==> src/sv/irlc_pkg.sv <==
// Package for the IR remote learning controller: constants, widths, command structs.
// No dependencies.
`timescale 1ns / 1ps
package irlc_pkg;
  localparam int SampleDepth = 20;
  localparam int SampleIdxW = $clog2(SampleDepth);
  localparam int CountW = $clog2(SampleDepth + 1);
  localparam logic [31:0] AllOnes = 32'hFFFF_FFFF;
  localparam logic [5:0] RelayMask = 6'h3F;

  localparam logic [2:0] CfgVolFloor = 3'd0;
  localparam logic [2:0] CfgVolCeil = 3'd1;
  localparam logic [2:0] CfgInpFloor = 3'd2;
  localparam logic [2:0] CfgInpCeil = 3'd3;
  localparam logic [2:0] CfgLongPress = 3'd4;
  localparam logic [2:0] CfgTimeout = 3'd5;

  localparam logic [2:0] ModeNormal = 3'd0;
  localparam logic [2:0] ModeRepeat = 3'd5;

  // controller -> datapath
  typedef struct packed {
    logic tick;         // run the per-tick update on the captured item
    logic clr_search;   // start of most-frequent search
    logic cmp_step;     // compare outer vs inner sample
    logic outer_end;    // close one outer entry
    logic finish;       // write the repeat code, settle learning
  } irlc_cmd_t;

  // datapath -> controller
  typedef struct packed {
    logic need_search;  // last sample just stored
  } irlc_sts_t;
endpackage

==> src/sv/irlc_datapath.sv <==
// Datapath: registers, tick update, sample memory and most-frequent search.
// Depends on irlc_pkg.
`timescale 1ns / 1ps
module irlc_datapath (
  input  logic                clk,
  input  logic                rst,
  input  logic                cfg_we,
  input  logic [2:0]          cfg_index,
  input  logic [15:0]         cfg_data,
  input  logic [41:0]         item,
  input  irlc_pkg::irlc_cmd_t cmd,
  input  logic [irlc_pkg::SampleIdxW-1:0] idx_i,
  input  logic [irlc_pkg::SampleIdxW-1:0] idx_j,
  output irlc_pkg::irlc_sts_t sts,
  output logic [25:0]         result
);
  logic [5:0] vol_floor, vol_ceil, volume_reg;
  logic [3:0] inp_floor, inp_ceil, input_reg;
  logic [15:0] long_press, timeout, press_ticks, learn_timer;
  logic [2:0] mode;
  logic prev_button, press_active, mute_reg, done;
  logic [31:0] learned [5];
  logic [31:0] last_command;
  logic [irlc_pkg::CountW-1:0] sample_count;
  logic [31:0] store [irlc_pkg::SampleDepth];
  logic [31:0] rd_i, rd_j, best;
  logic [irlc_pkg::CountW-1:0] n, best_n;

  logic btn, irv;
  logic [31:0] code;
  logic signed [7:0] delta;
  assign btn = item[0];
  assign irv = item[1];
  assign code = item[33:2];
  assign delta = item[41:34];

  // combinational tick update
  logic [5:0] v1, v3;
  logic [3:0] i3;
  logic [2:0] m2, m3, m4;
  logic pa2, mu2, ent, st_wr, need;
  logic [15:0] pt2, lt2;
  logic signed [8:0] nv;
  logic [irlc_pkg::CountW-1:0] sc3;
  logic [31:0] lc3;
  logic [2:0] lw_idx;
  logic lw;
  always_comb begin
    nv = $signed({3'b0, volume_reg}) + 9'(delta);
    v1 = volume_reg;
    if (!mute_reg && delta != 8'sd0) begin
      if (nv < $signed({3'b0, vol_floor})) nv = $signed({3'b0, vol_floor});
      if (nv > $signed({3'b0, vol_ceil})) nv = $signed({3'b0, vol_ceil});
      v1 = nv[5:0];
    end
    pt2 = press_ticks;
    if (press_active && press_ticks != 16'hFFFF) pt2 = press_ticks + 16'd1;
    pa2 = press_active; m2 = mode; mu2 = mute_reg;
    if (btn != prev_button) begin
      if (btn) begin
        pa2 = 1'b1; pt2 = '0;
      end else begin
        if (press_active) begin
          if (mode != irlc_pkg::ModeNormal) m2 = irlc_pkg::ModeNormal;
          else if (pt2 < long_press) mu2 = ~mute_reg;
        end
        pa2 = 1'b0;
      end
    end
    ent = 1'b0; lt2 = learn_timer;
    if (btn && pa2 && m2 == irlc_pkg::ModeNormal && pt2 >= long_press) begin
      m2 = 3'd1; lt2 = timeout; pa2 = 1'b0; ent = 1'b1;
    end
    m3 = m2; v3 = v1; i3 = input_reg; sc3 = sample_count; lc3 = last_command;
    st_wr = 1'b0; need = 1'b0; lw = 1'b0; lw_idx = '0;
    if (irv) begin
      if (m2 != irlc_pkg::ModeNormal) begin
        if (code != 32'd0 && (m2 == irlc_pkg::ModeRepeat || code != irlc_pkg::AllOnes)) begin
          if (m2 >= 3'd1 && m2 <= 3'd4) begin
            lw = 1'b1; lw_idx = m2 - 3'd1;
            if (m2 == 3'd4) sc3 = '0;
            m3 = m2 + 3'd1;
          end else if (m2 == irlc_pkg::ModeRepeat &&
                       sample_count < irlc_pkg::CountW'(irlc_pkg::SampleDepth)) begin
            st_wr = 1'b1;
            sc3 = sample_count + 1'b1;
            if (sc3 == irlc_pkg::CountW'(irlc_pkg::SampleDepth)) need = 1'b1;
          end
        end
      end else if (code == learned[4] && learned[4] != 32'd0) begin
        if (last_command == learned[0]) begin
          if (v1 != 6'h3F && v1 + 6'd1 <= vol_ceil) v3 = v1 + 6'd1;
        end else if (last_command == learned[1]) begin
          if (v1 != 6'd0 && v1 - 6'd1 >= vol_floor) v3 = v1 - 6'd1;
        end
      end else if (code != 32'd0) begin
        if (code == learned[0]) begin
          if (v1 != 6'h3F && v1 + 6'd1 <= vol_ceil) v3 = v1 + 6'd1;
          lc3 = code;
        end else if (code == learned[1]) begin
          if (v1 != 6'd0 && v1 - 6'd1 >= vol_floor) v3 = v1 - 6'd1;
          lc3 = code;
        end else if (code == learned[2]) begin
          if (input_reg != 4'hF && input_reg + 4'd1 <= inp_ceil) i3 = input_reg + 4'd1;
          lc3 = code;
        end else if (code == learned[3]) begin
          if (input_reg != 4'd0 && input_reg - 4'd1 >= inp_floor) i3 = input_reg - 4'd1;
          lc3 = code;
        end
      end
    end
    // timeout; the search, if started, sees mode already past this
    m4 = m3;
    if (m3 != irlc_pkg::ModeNormal && !ent) begin
      if (lt2 == 16'd0) m4 = irlc_pkg::ModeNormal;
      else lt2 = lt2 - 16'd1;
    end
  end

  assign sts.need_search = need;

  always_ff @(posedge clk) begin
    if (cmd.tick && st_wr) store[sample_count[irlc_pkg::SampleIdxW-1:0]] <= code;
    rd_i <= store[idx_i];
    rd_j <= store[idx_j];
  end

  always_ff @(posedge clk) begin
    if (rst) begin
      vol_floor <= 6'd0; vol_ceil <= 6'd63; inp_floor <= 4'd1; inp_ceil <= 4'd4;
      long_press <= 16'd1000; timeout <= 16'd30000;
      mode <= irlc_pkg::ModeNormal; prev_button <= 1'b0; press_active <= 1'b0;
      press_ticks <= '0; learn_timer <= '0;
      for (int k = 0; k < 5; k++) learned[k] <= '0;
      last_command <= '0; volume_reg <= 6'd0; input_reg <= 4'd1; mute_reg <= 1'b0;
      sample_count <= '0; done <= 1'b0; n <= '0; best_n <= '0; best <= '0;
    end else begin
      if (cfg_we) begin
        case (cfg_index)
          irlc_pkg::CfgVolFloor: vol_floor <= cfg_data[5:0];
          irlc_pkg::CfgVolCeil: vol_ceil <= cfg_data[5:0];
          irlc_pkg::CfgInpFloor: inp_floor <= cfg_data[3:0];
          irlc_pkg::CfgInpCeil: inp_ceil <= cfg_data[3:0];
          irlc_pkg::CfgLongPress: long_press <= cfg_data;
          irlc_pkg::CfgTimeout: timeout <= cfg_data;
          default: ;
        endcase
      end
      if (cmd.tick) begin
        volume_reg <= v3; input_reg <= i3; mute_reg <= mu2;
        prev_button <= btn; press_active <= pa2; press_ticks <= pt2;
        learn_timer <= lt2; last_command <= lc3; sample_count <= sc3;
        mode <= need ? irlc_pkg::ModeRepeat : m4;
        if (lw) learned[lw_idx] <= code;
        done <= 1'b0;
      end
      if (cmd.clr_search) begin
        best_n <= '0; best <= '0; n <= '0;
      end
      if (cmd.cmp_step && rd_i == rd_j) n <= n + 1'b1;
      if (cmd.outer_end) begin
        if (n > best_n) begin
          best_n <= n; best <= rd_i;
        end
        n <= '0;
      end
      if (cmd.finish) begin
        learned[4] <= best; mode <= irlc_pkg::ModeNormal; done <= 1'b1;
      end
    end
  end

  assign result = {done, sample_count, mode, mute_reg ? 6'd0 : (volume_reg & irlc_pkg::RelayMask),
                   mute_reg, input_reg, volume_reg};
endmodule

==> src/sv/irlc_ctrl.sv <==
// Controller: item/result handshake and sequencing of the repeat-code search.
// Depends on irlc_pkg.
`timescale 1ns / 1ps
module irlc_ctrl (
  input  logic                clk,
  input  logic                rst,
  input  logic                in_fire,
  input  logic                out_fire,
  input  irlc_pkg::irlc_sts_t sts,
  output irlc_pkg::irlc_cmd_t cmd,
  output logic                in_rdy,
  output logic                out_vld,
  output logic [irlc_pkg::SampleIdxW-1:0] idx_i,
  output logic [irlc_pkg::SampleIdxW-1:0] idx_j
);
  typedef enum logic [2:0] {
    S_IDLE, S_EXEC, S_CLR, S_CMP, S_LAND, S_OEND, S_FIN, S_OUT
  } state_t;
  state_t state;
  localparam logic [irlc_pkg::SampleIdxW-1:0] Last =
    irlc_pkg::SampleIdxW'(irlc_pkg::SampleDepth - 1);
  // a compare result lands in the cycle after its address pair, from the registered memory read
  logic cmp_pend, last_pend;

  always_ff @(posedge clk) begin
    if (rst) begin
      state <= S_IDLE; idx_i <= '0; idx_j <= '0; cmp_pend <= 1'b0; last_pend <= 1'b0;
    end else begin
      cmp_pend <= (state == S_CLR) || (state == S_CMP);
      case (state)
        S_IDLE: if (in_fire) state <= S_EXEC;
        S_EXEC: begin
          idx_i <= '0; idx_j <= '0;
          state <= sts.need_search ? S_CLR : S_OUT;
        end
        S_CLR: begin
          idx_j <= idx_j + 1'b1; state <= S_CMP;
        end
        S_CMP: begin
          if (idx_j == Last) state <= S_LAND;
          else idx_j <= idx_j + 1'b1;
        end
        // last pair of the row is counted here
        S_LAND: state <= S_OEND;
        S_OEND: begin
          last_pend <= (idx_i == Last);
          if (idx_i == Last) state <= S_FIN;
          else begin
            idx_i <= idx_i + 1'b1; idx_j <= '0; state <= S_CLR;
          end
        end
        S_FIN: state <= S_OUT;
        S_OUT: if (out_fire) state <= S_IDLE;
        default: state <= S_IDLE;
      endcase
    end
  end

  always_comb begin
    cmd = '0;
    cmd.tick = (state == S_EXEC);
    cmd.clr_search = (state == S_EXEC);
    cmd.cmp_step = cmp_pend;
    cmd.outer_end = (state == S_OEND);
    cmd.finish = (state == S_FIN);
  end
  assign in_rdy = (state == S_IDLE);
  assign out_vld = (state == S_OUT);

  a_fin: assert property (@(posedge clk) disable iff (rst) state == S_FIN |-> last_pend)
    else $error("finish without full sweep");
  a_out: assert property (@(posedge clk) disable iff (rst) out_vld && !out_fire |=> out_vld)
    else $error("result dropped");
  a_in: assert property (@(posedge clk) disable iff (rst) in_fire |=> state == S_EXEC)
    else $error("item not executed");
endmodule

==> src/sv/ir_remote_learning_controller_unit.sv <==
// Top level of the IR remote learning controller.
// Depends on irlc_pkg, irlc_ctrl, irlc_datapath.
`timescale 1ns / 1ps
// One input transaction is one tick; one result follows. A tick passes through accept,
// update and result offered, except the tick that stores the last repeat sample: the
// most-frequent search then compares all 20x20 sample pairs through one comparator
// fed from a two-port sample memory.
// The next item is accepted once the result has been taken.
module ir_remote_learning_controller_unit (
  input  logic        clk,
  input  logic        rst,
  input  logic        cfg_we,
  input  logic [2:0]  cfg_index,
  input  logic [15:0] cfg_data,
  input  logic        s_tvalid,
  output logic        s_tready,
  // button_pressed, ir_valid, ir_code[31:0], encoder_delta[7:0], zero fill
  input  logic [47:0] s_tdata,
  output logic        m_tvalid,
  input  logic        m_tready,
  // volume_level, input_select, muted_flag, relay_bits, learn_step,
  // samples_collected, learning_done, zero fill
  output logic [31:0] m_tdata
);
  irlc_pkg::irlc_cmd_t cmd;
  irlc_pkg::irlc_sts_t sts;
  logic [irlc_pkg::SampleIdxW-1:0] idx_i, idx_j;
  logic [41:0] item;
  logic [25:0] result;
  logic in_fire;
  assign in_fire = s_tvalid && s_tready;
  always_ff @(posedge clk) if (in_fire) item <= s_tdata[41:0];

  irlc_ctrl u_ctrl (.clk, .rst, .in_fire, .out_fire(m_tvalid && m_tready), .sts, .cmd,
                    .in_rdy(s_tready), .out_vld(m_tvalid), .idx_i, .idx_j);
  irlc_datapath u_dp (.clk, .rst, .cfg_we, .cfg_index, .cfg_data, .item, .cmd,
                      .idx_i, .idx_j, .sts, .result);
  assign m_tdata = {6'd0, result};
endmodule
==> config.mk <==
export PLATFORM = sky130hd
export DESIGN_NAME = ir_remote_learning_controller_unit
export DESIGN_NICKNAME = d
export VERILOG_FILES = /design/src/sv/irlc_pkg.sv /design/src/sv/irlc_datapath.sv /design/src/sv/irlc_ctrl.sv /design/src/sv/ir_remote_learning_controller_unit.sv
export SDC_FILE = /design/constraint.sdc
export NUM_CORES = 2
export LEC_CHECK = 0
export BUFFER_PORTS_ARGS = -buffer_cell sky130_fd_sc_hd__buf_2
export CAP_MARGIN = 20
export CELL_PAD_IN_SITES_DETAIL_PLACEMENT = 1
export CELL_PAD_IN_SITES_GLOBAL_PLACEMENT = 1
export CORE_MARGIN = 2
export CORE_UTILIZATION = 28
export DETAILED_ROUTE_END_ITERATION = 16
export PLACE_DENSITY_LB_ADDON = 0.1
export REMOVE_ABC_BUFFERS = 1
export SETUP_SLACK_MARGIN = 0.4
export SLEW_MARGIN = 0
export SYNTH_ARGS = -nofsm -noshare
export SYNTH_HDL_FRONTEND = slang
export SYNTH_SLANG_ARGS = --single-unit
==> constraint.sdc <==
create_clock -name clk -period 9.7 [get_ports clk]
set_input_delay 1.455 -clock clk [delete_from_list [all_inputs] [get_ports clk]]
set_output_delay 1.455 -clock clk [all_outputs]
set_load 0.05 [all_outputs]
==> results_dict.tcl <==
set metrics [dict create \
    fin_util_pct 32.7 \
    async_flop_share_pct 0 \
    setup_viol 0 \
    final_net_count 3955 \
    drt-initial-drc-count 2452 \
    synth_top_area_cell "edfxtp_1" \
    antenna_left 0 \
    timing.hold.ws_ns 0.458 \
    drt_pass1_iterations 5 \
    netlist_instances 3659 \
    slew_headroom_pct 17.7 \
    wl_met2_mm 88.7 \
    hold_viol_final 0 \
    crit_path_max_incr_delay_ns 0.69 \
    peakVddDrop_uv 157 \
    synthMuxAreaShare_pct 19.8 \
    post_drt_wl_per_cell_um 28.4 \
    synth-edff-count 842 \
    fillCellCount 19600 \
    clk_pin_slew_ns 0.05 \
    grt.total_usage_pct 19.0 \
    synth_top_family_by_area "multiplexers" \
    clk_latency_ns 0.81 \
    portBuffers 93 \
    via_count 32500 \
    worstMarginPinSlew_ns 1.20 \
    final-seq-area_um2 30500 \
    p_leak_nw 20.3 \
    synth-compound-area-share_pct 4.23 \
    wl_met3_mm 7.72 \
    drive_above_1_share_pct 24.4 \
    hold_path_class "flip-flop to flip-flop" \
    final_max_slew_viol_count 0 \
    viasPerCell 5.08 \
    place.gp.congestion 0.773 \
    setup_slack_ns 1.10 \
    power.density_nw_per_um2 202 \
    gr-total-overflow 0 \
    cts-root-buf "clkbuf_16" \
    worstPathArrival_ns 9.20 \
    core_area_um2 187000 \
    rsz0062_at_grt "false" \
    syn_to_final_growth_pct 16.3 \
    cp-start-kind "flip-flop" \
    initial_core_util_pct 28.1 \
    maxCapViolCount 0 \
    ios 106 \
    fmax_mhz 116 \
    yosys_warnings 0 \
    die_y_um 438 \
    cp_max_fo 15 \
    critPathCaptureType "flip-flop" \
    synth-simple-area-share_pct 8.48 \
    synthTopCellsByCount "842 x edfxtp_1, 384 x mux4_2, 344 x nor2_1, 258 x dfxtp_1, 209 x nand2_1" \
    clock_skew_ns 0.0602 \
    synth.area.top_cells "edfxtp_1 48%, mux4_2 16%, dfxtp_1 9.8%, xor2_1 2.6%, nor2_1 2.5%" \
    clockBufferDepth 3 \
    dp_slack_ns 0.910 \
    design_area_um2 61200 \
    totalWireLength_mm 182 \
    period_share_pct 88.6 \
    row_count 159 \
    place_area_um2 56700 \
    synth_area_per_cell_um2 14.4 \
    grt_max_degree 104 \
    synthesis.area_um2 52600 \
    antenna_found_initial 11 \
    highest_layer "met5" \
    finalCriticalPeriod_ns 8.60 \
    wl_met1_mm 81.8 \
    cpMaxStageDelayCell "or4b_2" \
    die_area_um2 192000 \
    drc 0 \
    synth-xor-area-share_pct 4.96 \
    multi_input_area_um2 21200 \
    critPathKind "flip-flop to flip-flop" \
    yosysSeqAreaShare_pct 57.8 \
    synth_cell_type_count 85 \
    fp.dieW_um 438 \
    first_global_vias 34800 \
    grt_pass1_wl_mm 259 \
    dp_hpwl_mm 113 \
    cts_tree "built" \
    cts.sinks 1100 \
    synth-main-ff-cell "edfxtp_1" \
    numCtsBuffers 139 \
    synth.most_common_cell "edfxtp_1" \
    crit_required_ns 10.31 \
    critPathMostFrequentCell "ha_1" \
    outcome "finished clean" \
    synth_top_cell_area_share_pct 48.0 \
    yosys.area_share.adder_pct 2.34 \
    ys_ff_latch 1100 \
    tns_ns 0 \
    htree_levels 4 \
    largest_reg_flops 640 \
]
[per-layer routing]
metal	track usage [%]	vias up
li1	-	14400
met1	25.7	17300
met2	31.6	640
met3	3.19	220
met4	4.63	2
met5	0	-
[worst max-delay path: cells and delay by family, from the launching register on]
family | cells | cell delay (ns)
AOI/OAI and AO/OA | 13 | 2.95
xor gates and xnor gates | 2 | 0.29
adders and majority gates | 7 | 2.03
buffers and inverters | 5 | 0.72
DFF | 1 | 0.40
and+or+nand+nor | 8 | 2.01
[layout make-up]
cell class	instances	area share, %
Inverter	78	0.478
Clock inverter	53	0.944
Clock buffer	205	6.50
Timing Repair Buffer	221	2.56
Sequential cell	1100	49.8
Multi-Input combinational cell	2245	34.6
Antenna cell	5	0.0204
Tap cell	2495	5.10
[layout by cell type (no fill, tap or decap), types with 9 or more instances in the layout]
cell | Yosys | layout
edfxtp_1 | 842 | 842
mux4_2 | 384 | 384
nor2_1 | 344 | 321
dfxtp_1 | 258 | 248
nand2_1 | 209 | 207
xor2_1 | 154 | 154
xnor2_1 | 144 | 144
clkbuf_16 | 0 | 141
a21oi_1 | 117 | 117
buf_4 | 8 | 117
mux2i_1 | 98 | 96
ha_1 | 97 | 95
buf_2 | 5 | 92
nand3_1 | 90 | 89
inv_1 | 76 | 76
mux2_2 | 69 | 69
nand4_1 | 68 | 68
nor4_1 | 67 | 67
o21ai_0 | 62 | 60
clkbuf_1 | 192 | 43
nor3_1 | 39 | 37
nor2b_1 | 26 | 26
a21o_1 | 25 | 25
clkinv_2 | 0 | 24
clkbuf_8 | 0 | 21
nor2_4 | 0 | 20
o211ai_1 | 18 | 18
a31oi_1 | 18 | 18
and3_1 | 17 | 17
or3_1 | 17 | 17
and2_1 | 14 | 13
nand2b_1 | 12 | 12
o21a_1 | 13 | 12
buf_12 | 0 | 11
o31ai_1 | 9 | 9
clkinv_1 | 1 | 9
[where the power goes]
part           switching (mW)  total (mW)  internal [mW]
logic                    1.21        1.92          0.718
clock network            2.16        5.16           3.00
registers              0.0954        5.28           5.19
total                    3.46        12.4           8.91
[stage by stage]
step | instances | power [mW]
finish | 6402 | 12.4
global route | 6398 | 12.9
CTS | 6396 | 12.5
detailed placement | 6138 | 7.31
global placement | 6137 | 7.31
floorplan | 3423 | 6.65
[path summary, 6_finish.rpt]
| check | from | to | slack [ns] | depth (start not counted) |
|---|---|---|---|---|
| setup / recovery | item[34]$_DFFE_PP_ | u_dp.volume_reg[5]$_SDFFE_PP0P_ | 1.10 | 35 |
| hold / removal | u_dp.long_press[4]$_SDFFE_PP0P_ | u_dp.long_press[4]$_SDFFE_PP0P_ | 0.46 | 2 |
| setup reg to reg | item[34]$_DFFE_PP_ | u_dp.volume_reg[5]$_SDFFE_PP0P_ | 1.10 | 35 |
| hold reg to reg | u_dp.long_press[4]$_SDFFE_PP0P_ | u_dp.long_press[4]$_SDFFE_PP0P_ | 0.46 | 2 |
[timing repair]
item,4_1_cts,5_1_grt
resized for setup,0,5
setup buffers,0,1
endpoints found under the setup margin,0,5
hold buffers,0,0
[logic make-up (layout without fill, tap and decap cells)]
group / after synthesis / after routing
mux: 552 / 552
compound gates: 344 / 344
other cells: 1 / 11
buf+inv: 319 / 557
xor+xnor: 298 / 298
simple gates: 947 / 947
fa+ha+maj: 98 / 98
flops: 1100 / 1100
(Power assumes the default switching activity.)
